==> config.mk <==
export PLATFORM = sky130hd
export DESIGN_NAME = tcch_front
export DESIGN_NICKNAME = d
export VERILOG_FILES = /design/src/rtl/tcch_pkg.sv /design/src/rtl/tcch_front.sv
export SDC_FILE = /design/constraint.sdc
export NUM_CORES = 2
export LEC_CHECK = 0
export BUFFER_PORTS_ARGS = -buffer_cell sky130_fd_sc_hd__buf_2
export CORE_MARGIN = 2
export CORE_UTILIZATION = 40
export CTS_BUF_LIST = sky130_fd_sc_hd__clkbuf_8
export DETAILED_ROUTE_END_ITERATION = 16
export PLACE_DENSITY = 0.62
export SKIP_LAST_GASP = 1
export SLEW_MARGIN = 30
export SYNTH_ARGS = -nofsm -noshare
export SYNTH_HDL_FRONTEND = slang
export SYNTH_SLANG_ARGS = --single-unit
==> constraint.sdc <==
create_clock -name clk -period 12.5 [get_ports clk]
set_input_delay 0.625 -clock clk [delete_from_list [all_inputs] [get_ports clk]]
set_output_delay 0.625 -clock clk [all_outputs]
set_load 0.005 [all_outputs]
==> src/rtl/tcch_pkg.sv <==
// ---------------------------------------------------------------------------
// tcch_pkg
// Shared types, constants and the CORDIC arctangent table for the
// tilt compensated compass heading pipeline.
// ---------------------------------------------------------------------------
`default_nettype none

package tcch_pkg;

  localparam int CORDIC_STEPS_DEF = 16;
  localparam int SAMPLE_BITS_DEF  = 16;
  localparam int MAX_STEPS        = 24;

  localparam int CFG_W  = 16;
  localparam int ADDR_W = 3;

  localparam logic signed [32:0] INV_GAIN_Q30 = 33'sd652032874;
  localparam int ANG_W = 32;

  typedef enum logic [ADDR_W-1:0] {
    REG_X_OFFSET = 3'd0,
    REG_Y_OFFSET = 3'd1,
    REG_Z_OFFSET = 3'd2,
    REG_Y_GAIN   = 3'd3,
    REG_Z_GAIN   = 3'd4
  } cfg_reg_t;

  // atan(2^-i) in 1/6553600 degree
  function automatic logic signed [ANG_W-1:0] atan_val(input int idx);
    logic signed [ANG_W-1:0] v;
    begin
      unique case (idx)
        0: v = 32'sd294912000;
        1: v = 32'sd174096719;
        2: v = 32'sd91987925;
        3: v = 32'sd46694509;
        4: v = 32'sd23437865;
        5: v = 32'sd11730358;
        6: v = 32'sd5866610;
        7: v = 32'sd2933484;
        8: v = 32'sd1466764;
        9: v = 32'sd733385;
        10: v = 32'sd366693;
        11: v = 32'sd183346;
        12: v = 32'sd91673;
        13: v = 32'sd45837;
        14: v = 32'sd22918;
        15: v = 32'sd11459;
        16: v = 32'sd5730;
        17: v = 32'sd2865;
        18: v = 32'sd1432;
        19: v = 32'sd716;
        20: v = 32'sd358;
        21: v = 32'sd179;
        22: v = 32'sd90;
        23: v = 32'sd45;
        default: v = '0;
      endcase
      return v;
    end
  endfunction

endpackage

`default_nettype wire

==> src/rtl/tcch_front.sv <==
// ---------------------------------------------------------------------------
// tcch_front
// First stage: axis offset and gain products, tilt angle folding.
// ---------------------------------------------------------------------------
`default_nettype none

module tcch_front import tcch_pkg::*; #(
  parameter int SAMPLE_BITS = SAMPLE_BITS_DEF
) (
  input  wire logic                     clk,
  input  wire logic                     rst_n,
  input  wire logic                     en,
  input  wire logic                     in_valid,
  input  wire logic [15:0]              raw_x,
  input  wire logic [15:0]              raw_y,
  input  wire logic [15:0]              raw_z,
  input  wire logic signed [15:0]       tilt_x,
  input  wire logic signed [15:0]       tilt_y,
  input  wire logic signed [CFG_W-1:0]  x_offset,
  input  wire logic signed [CFG_W-1:0]  y_offset,
  input  wire logic signed [CFG_W-1:0]  z_offset,
  input  wire logic [CFG_W-1:0]         y_gain,
  input  wire logic [CFG_W-1:0]         z_gain,
  output logic                          out_valid,
  output logic signed [17:0]            mx,
  output logic signed [33:0]            py,
  output logic signed [33:0]            pz,
  output logic signed [ANG_W-1:0]       za,
  output logic signed [ANG_W-1:0]       zb,
  output logic                          flip_a,
  output logic                          flip_b
);

  function automatic logic signed [16:0] sext_s(input logic [15:0] v);
    logic signed [16:0] r;
    begin
      r = {{(17-SAMPLE_BITS){v[SAMPLE_BITS-1]}}, v[SAMPLE_BITS-1:0]};
      return r;
    end
  endfunction

  // negate, wrap to +-180, fold to +-90
  function automatic logic [ANG_W:0] fold(input logic signed [15:0] t);
    logic signed [16:0] a;
    logic signed [16:0] w;
    logic signed [16:0] f;
    logic               fl;
    logic signed [ANG_W-1:0] z;
    begin
      a = -{t[15], t};
      if (a >= 17'sd18000) w = a - 17'sd36000;
      else if (a < -17'sd18000) w = a + 17'sd36000;
      else w = a;
      fl = 1'b0;
      f  = w;
      if (w > 17'sd9000) begin
        f  = w - 17'sd18000;
        fl = 1'b1;
      end else if (w < -17'sd9000) begin
        f  = w + 17'sd18000;
        fl = 1'b1;
      end
      z = ANG_W'(f) <<< 16;
      return {fl, z};
    end
  endfunction

  logic signed [16:0] dy;
  logic signed [16:0] dz;
  logic [ANG_W:0]     fa;
  logic [ANG_W:0]     fb;

  logic                    valid_r;
  logic signed [17:0]      mx_r;
  logic signed [33:0]      py_r;
  logic signed [33:0]      pz_r;
  logic signed [ANG_W-1:0] za_r;
  logic signed [ANG_W-1:0] zb_r;
  logic                    flip_a_r;
  logic                    flip_b_r;

  assign dy = sext_s(raw_y) - {y_offset[15], y_offset};
  assign dz = sext_s(raw_z) - {z_offset[15], z_offset};
  assign fa = fold(tilt_x);
  assign fb = fold(tilt_y);

  always_ff @(posedge clk) begin
    if (!rst_n) begin
      valid_r <= 1'b0;
    end else if (en) begin
      valid_r <= in_valid;
    end
  end

  always_ff @(posedge clk) begin
    if (en) begin
      mx_r     <= -18'(sext_s(raw_x)) - 18'(x_offset);
      py_r     <= 34'(dy) * $signed({18'd0, y_gain});
      pz_r     <= 34'(dz) * $signed({18'd0, z_gain});
      za_r     <= fa[ANG_W-1:0];
      zb_r     <= fb[ANG_W-1:0];
      flip_a_r <= fa[ANG_W];
      flip_b_r <= fb[ANG_W];
    end
  end

  assign out_valid = valid_r;
  assign mx        = mx_r;
  assign py        = py_r;
  assign pz        = pz_r;
  assign za        = za_r;
  assign zb        = zb_r;
  assign flip_a    = flip_a_r;
  assign flip_b    = flip_b_r;

endmodule

`default_nettype wire

; ---- After elaboration in Yosys (flattened, before gate mapping)
; Cells that the tools add are included.
[totals]
reg_bits = 121
input_bits = 164
out_inout_bits = 153
elab_cells = 42
[classes]
add_sub_neg = 14
multipliers = 2
order_cmp = 8
muxes = 10
[op_table]
columns = cell, count
row1 = $mul A17 B17 Y34, 2
row2 = $mux W17, 4
row3 = $mux W16, 4
row4 = $add A17 B17 Y17 const B, 2
row5 = $ge A17 B16 Y1 const B, 2
row6 = $gt A17 B15 Y1 const B, 2
row7 = $lt A17 B15 Y1 const B, 2
row8 = $lt A17 B16 Y1 const B, 2
row9 = $neg A17 Y17, 2
row10 = $sub A16 B16 Y17, 2
row11 = $sub A17 B17 Y17 const B, 2
row12 = $add A16 B16 Y16 const B, 2
row13 = $sub A16 B16 Y16 const B, 2
row14 = $neg A16 Y18, 1
row15 = $sub A18 B16 Y18, 1
row16 = $mux W1, 2

; ---- Depth between registers and ports, before layout
[depth]
depth_word = 7
ltp_mapped = 40
depth_no_buf = 39

; ---- Least setup slack after synthesis
; OpenSTA, ideal clock, no wires.
[synth_timing]
path_kind = input-to-reg
start = input port z_offset[1]
end = register pz_r[30], in the netlist pz[30] (data pin)
setup_time_ps = 259
arrival_time_ps = 8837
required_ps = 12241
path_slack_ps = 3405
path_stages = 39
n_path_buf = 3
path_cell_list = inv_1 -> ha_1 -> nor2b_1 -> o21ai_0 -> a21boi_0 -> o21ai_0 -> a21boi_0 -> o21ai_0 -> a21boi_0 -> o21ai_0 -> a21oi_1 -> o2111a_1 -> clkbuf_1 -> or2_2 -> clkbuf_1 -> clkbuf_1 -> o311ai_0 -> fa_1 -> [3 not listed] -> inv_1 -> fa_1 -> fa_1 -> inv_1 -> fa_1 -> inv_1 -> ha_1 -> nor2b_1 -> o21ai_0 -> nand2b_1 -> a21oi_1 -> o31ai_1 -> a21oi_1 -> o21ai_0 -> o41a_1 -> a41oi_1 -> nor2b_1 -> xnor2_1
[synth_via]
elab_chain_cells = 2
[synth_lines]
columns = item, line
row1 = "start, declared", tcch_front.sv:21  ; input wire logic signed [CFG_W-1:0] z_offset,
row2 = $sub A16 B16 Y17, tcch_front.sv:83  ; assign dz = sext_s(raw_z) - {z_offset[15], z_offset};
row3 = $mul A17 B17 Y34, tcch_front.sv:99  ; pz_r <= 34'(dz) * $signed({18'd0, z_gain});
row4 = "end signal, assigned", tcch_front.sv:99
row5 = "end, declared", tcch_front.sv:76  ; logic signed [33:0] pz_r;
; Every way passes these cells.
; A chain may end at the register's enable or synchronous reset.

; ---- Worst setup path in the final report
[layout_timing]
start = input port raw_y[0]
end = register py_r[33], in the netlist py[33] (data pin)
[layout_via]
elab_chain_cells = 2
[layout_lines]
columns = item, line
row1 = "start, declared", tcch_front.sv:15  ; input wire logic [15:0] raw_y,
row2 = $sub A16 B16 Y17, tcch_front.sv:82  ; assign dy = sext_s(raw_y) - {y_offset[15], y_offset};
row3 = $mul A17 B17 Y34, tcch_front.sv:98  ; py_r <= 34'(dy) * $signed({18'd0, y_gain});
row4 = "end signal, assigned", tcch_front.sv:98
row5 = "end, declared", tcch_front.sv:75  ; logic signed [33:0] py_r;
; Every way passes these cells.

==> results.sh <==
export IMPL_cts_buffer_depth=2
export IMPL_area_growth_pct=7.88
export IMPL_startpoint_type="primary input"
export IMPL_rows=105
export IMPL_max_stage_delay_ns=0.58
export IMPL_grt_pass1_wl_um=140000
export IMPL_cp_common_cell="fa_1"
export IMPL_tightest_slew_ns=1.02
export IMPL_dieArea_sq_mm=0.0855
export IMPL_nNetsFinal=4944
export IMPL_grt_util_all_layers_pct=20.5
export IMPL_clk_pin_slew_worst_paths_ns=0.10
export IMPL_antenna_found_initial=2
export IMPL_first_pass_iters=6
export IMPL_setup_violations_final=0
export IMPL_slew_violations=0
export IMPL_cts_hold_buffers=0
export IMPL_setup_slack_ns=2.81
export IMPL_synth_cell_type_count=113
export IMPL_start_util_pct=40.5
export IMPL_critPathCaptureType="register"
export IMPL_hold_class="primary input to register"
export IMPL_critPathKind="primary input to register"
export IMPL_clkSinkCount=121
export IMPL_grt_pass1_vias=26600
export IMPL_fin_crit_ns=9.69
export IMPL_worstPathRequired_ns=12.82
export IMPL_drive_gt1_share_pct=11.0
export IMPL_fillers=8182
export IMPL_synthCells=3806
export IMPL_status="finished, final reports clean"
export IMPL_async_reset_ff_share_pct=0
export IMPL_yosysWarnings=0
export IMPL_avgSynthCellArea_sq_um=8.74
export IMPL_stdcell_count=5060
export IMPL_rsz0062_at_grt="no"
export IMPL_die_y_um=292
export IMPL_via_count=26100
export IMPL_post_cts_buffers=0
export IMPL_cts_tree="built"
export IMPL_drc=0
export IMPL_ys_ff_latch=121
export IMPL_place_congestion=0.874
export IMPL_cts_root_buf="clkbuf_8"
export IMPL_cp_max_fo=15
export IMPL_maxCapViolCount=0
export IMPL_hold_start="rst_n"
export IMPL_io_pins=317
export IMPL_fmax_mhz=103
export IMPL_cts_resized=0
export IMPL_relSlewSlack_pct=32.1
export IMPL_drtIter0Drc=1643
export IMPL_final_hold_violation_count=0
export IMPL_clk_latency_ns=0.60
export IMPL_grt_overflow_total=0
export IMPL_vias_per_cell=5.16
export IMPL_routed_wl_um=84800
export IMPL_syn_area_sq_mm=0.0333
export IMPL_seq_area_sq_mm=0.00362
export IMPL_min_period_over_period_pct=77.5
export IMPL_synth_edff_count=120
export IMPL_tns_ns=0
export IMPL_finalClockSkew_ns=0
export IMPL_dp_hpwl_um=67200
export IMPL_die_width_um=292
export IMPL_wl_per_cell_um=16.8
export IMPL_timing_rr_start="out_valid"
export IMPL_crit_start="raw_y[0]"
export IMPL_ys_flop_type="edfxtp_1"
export IMPL_cp_arrival_ns=10.01
export IMPL_synth_seq_area_share_pct=10.9
export IMPL_dp_cells=5023
export IMPL_port_buffers=284
export IMPL_post_place_ws_ns=2.27
export IMPL_fin_util_pct=43.6
export IMPL_core_area_sq_mm=0.0822
export IMPL_cts_htree_levels=4
export IMPL_critPathSlowestCell="a221oi_1"
export IMPL_multi_input_area_sq_mm=0.0257
export IMPL_cts_inserted_buffers=17
export IMPL_grt_max_degree=69
export IMPL_postRouteAntennaNets=0
## per-stage QoR
step | area, sq um | hold slack, ns
2_1_floorplan | 33400 | 0.507
3_3_place_gp | 35500 | 0.497
3_5_place_dp | 35500 | 0.515
4_1_cts | 35900 | 0.179
5_1_grt | 35900 | 0.217
6_report | 35900 | 0.232
## flip-flops by register name, summed over array words and instances (netlist names)
name / count
flip_a: 1
flip_b: 1
py: 34
mx: 18
out_valid: 1
pz: 34
za: 16
zb: 16
## layer usage
| layer | track usage (%) | part of all wire [%] |
|---|---|---|
| met3 | 2.61 | 4.7 |
| met1 | 27.1 | 44 |
| met4 | 6.24 | 2.4 |
| met5 | 0 | 0 |
| met2 | 35.0 | 49 |
## critical path, delay by kind of cell
family                   cells  cell delay (ns)
AO/OA/AOI/OAI               17             4.37
AND/OR/NAND/NOR              4             0.54
buffers and inverters        7             0.51
adder cells (fa/ha/maj)      9             3.93
## final cells by class
type                    count  share of cell area, %
repair buffers            318                   4.68
multi-input cells        2665                   71.5
clock inverters            15                  0.404
inverters                 849                   8.88
clock buffers              17                  0.652
flip-flops and latches    121                   10.1
well taps                1070                   3.73
diodes                      5                 0.0349
## synth_stat cells (6+ instances only)
cell	number	area share (%)
a21boi_0	23	0.52
or2_2	15	0.28
xor2_1	32	0.84
nor4_1	21	0.39
a311o_1	6	0.18
clkbuf_1	143	1.6
a311oi_1	23	0.61
a31oi_1	15	0.28
nand2_1	367	4.1
nand3b_1	12	0.27
a31o_2	6	0.16
a41oi_1	12	0.32
o21a_1	13	0.29
nand3_1	81	1.2
a22o_1	10	0.26
nor2_1	146	1.6
a211oi_1	17	0.38
ha_1	260	9.8
nand4_1	13	0.24
o21ai_0	88	1.3
o32ai_1	7	0.18
maj3_1	6	0.18
nor2b_1	85	1.6
buf_1	8	0.090
o31ai_1	10	0.23
a22oi_1	10	0.23
nor3b_1	13	0.29
nor3_1	47	0.71
a21o_1	32	0.72
o311ai_0	25	0.66
o211ai_1	43	0.97
buf_4	38	0.86
inv_1	847	9.6
and2_1	196	3.7
o21bai_1	10	0.23
xnor2_1	129	3.4
or3_1	14	0.26
and3_1	24	0.45
edfxtp_1	120	11
buf_2	10	0.15
fa_1	548	33
nand2b_1	29	0.55
o22ai_1	14	0.26
a21oi_1	90	1.4
## final timing paths
kind / to / cells past startpoint / slack [ns]
setup / recovery: py[33] / 37 / 2.81
hold / removal: out_valid / 2 / 0.23
setup reg to reg: out_valid / 2 / 11.91
hold reg to reg: out_valid / 2 / 0.53
## cell usage in the layout (no fill, tap or decap), types with 33 or more instances in the layout
cell / netlist / final
a21oi_1: 90 / 90
and2_1: 196 / 196
buf_2: 10 / 284
buf_4: 38 / 33
edfxtp_1: 120 / 120
fa_1: 548 / 548
ha_1: 260 / 260
inv_1: 847 / 847
nand2_1: 367 / 367
nand3_1: 81 / 81
nor2_1: 146 / 145
nor2b_1: 85 / 85
nor3_1: 47 / 47
o211ai_1: 43 / 43
o21ai_0: 88 / 88
xnor2_1: 129 / 127
## logic make-up after synthesis
| kind of cell | Yosys count | synth area share [%] |
|---|---|---|
| AND/OR/NAND/NOR | 1101 | 17.0 |
| buffers and inverters | 1051 | 12.4 |
| adder cells (fa/ha/maj) | 814 | 42.9 |
| AO/OA/AOI/OAI | 548 | 12.2 |
| XOR/XNOR | 165 | 4.43 |
| flip-flops | 121 | 10.9 |
| multiplexers | 5 | 0.158 |
| other | 1 | 0.0113 |
Power is not shown: default switching activity piles up to over one toggle a cycle in this logic, so the estimate is an artifact.
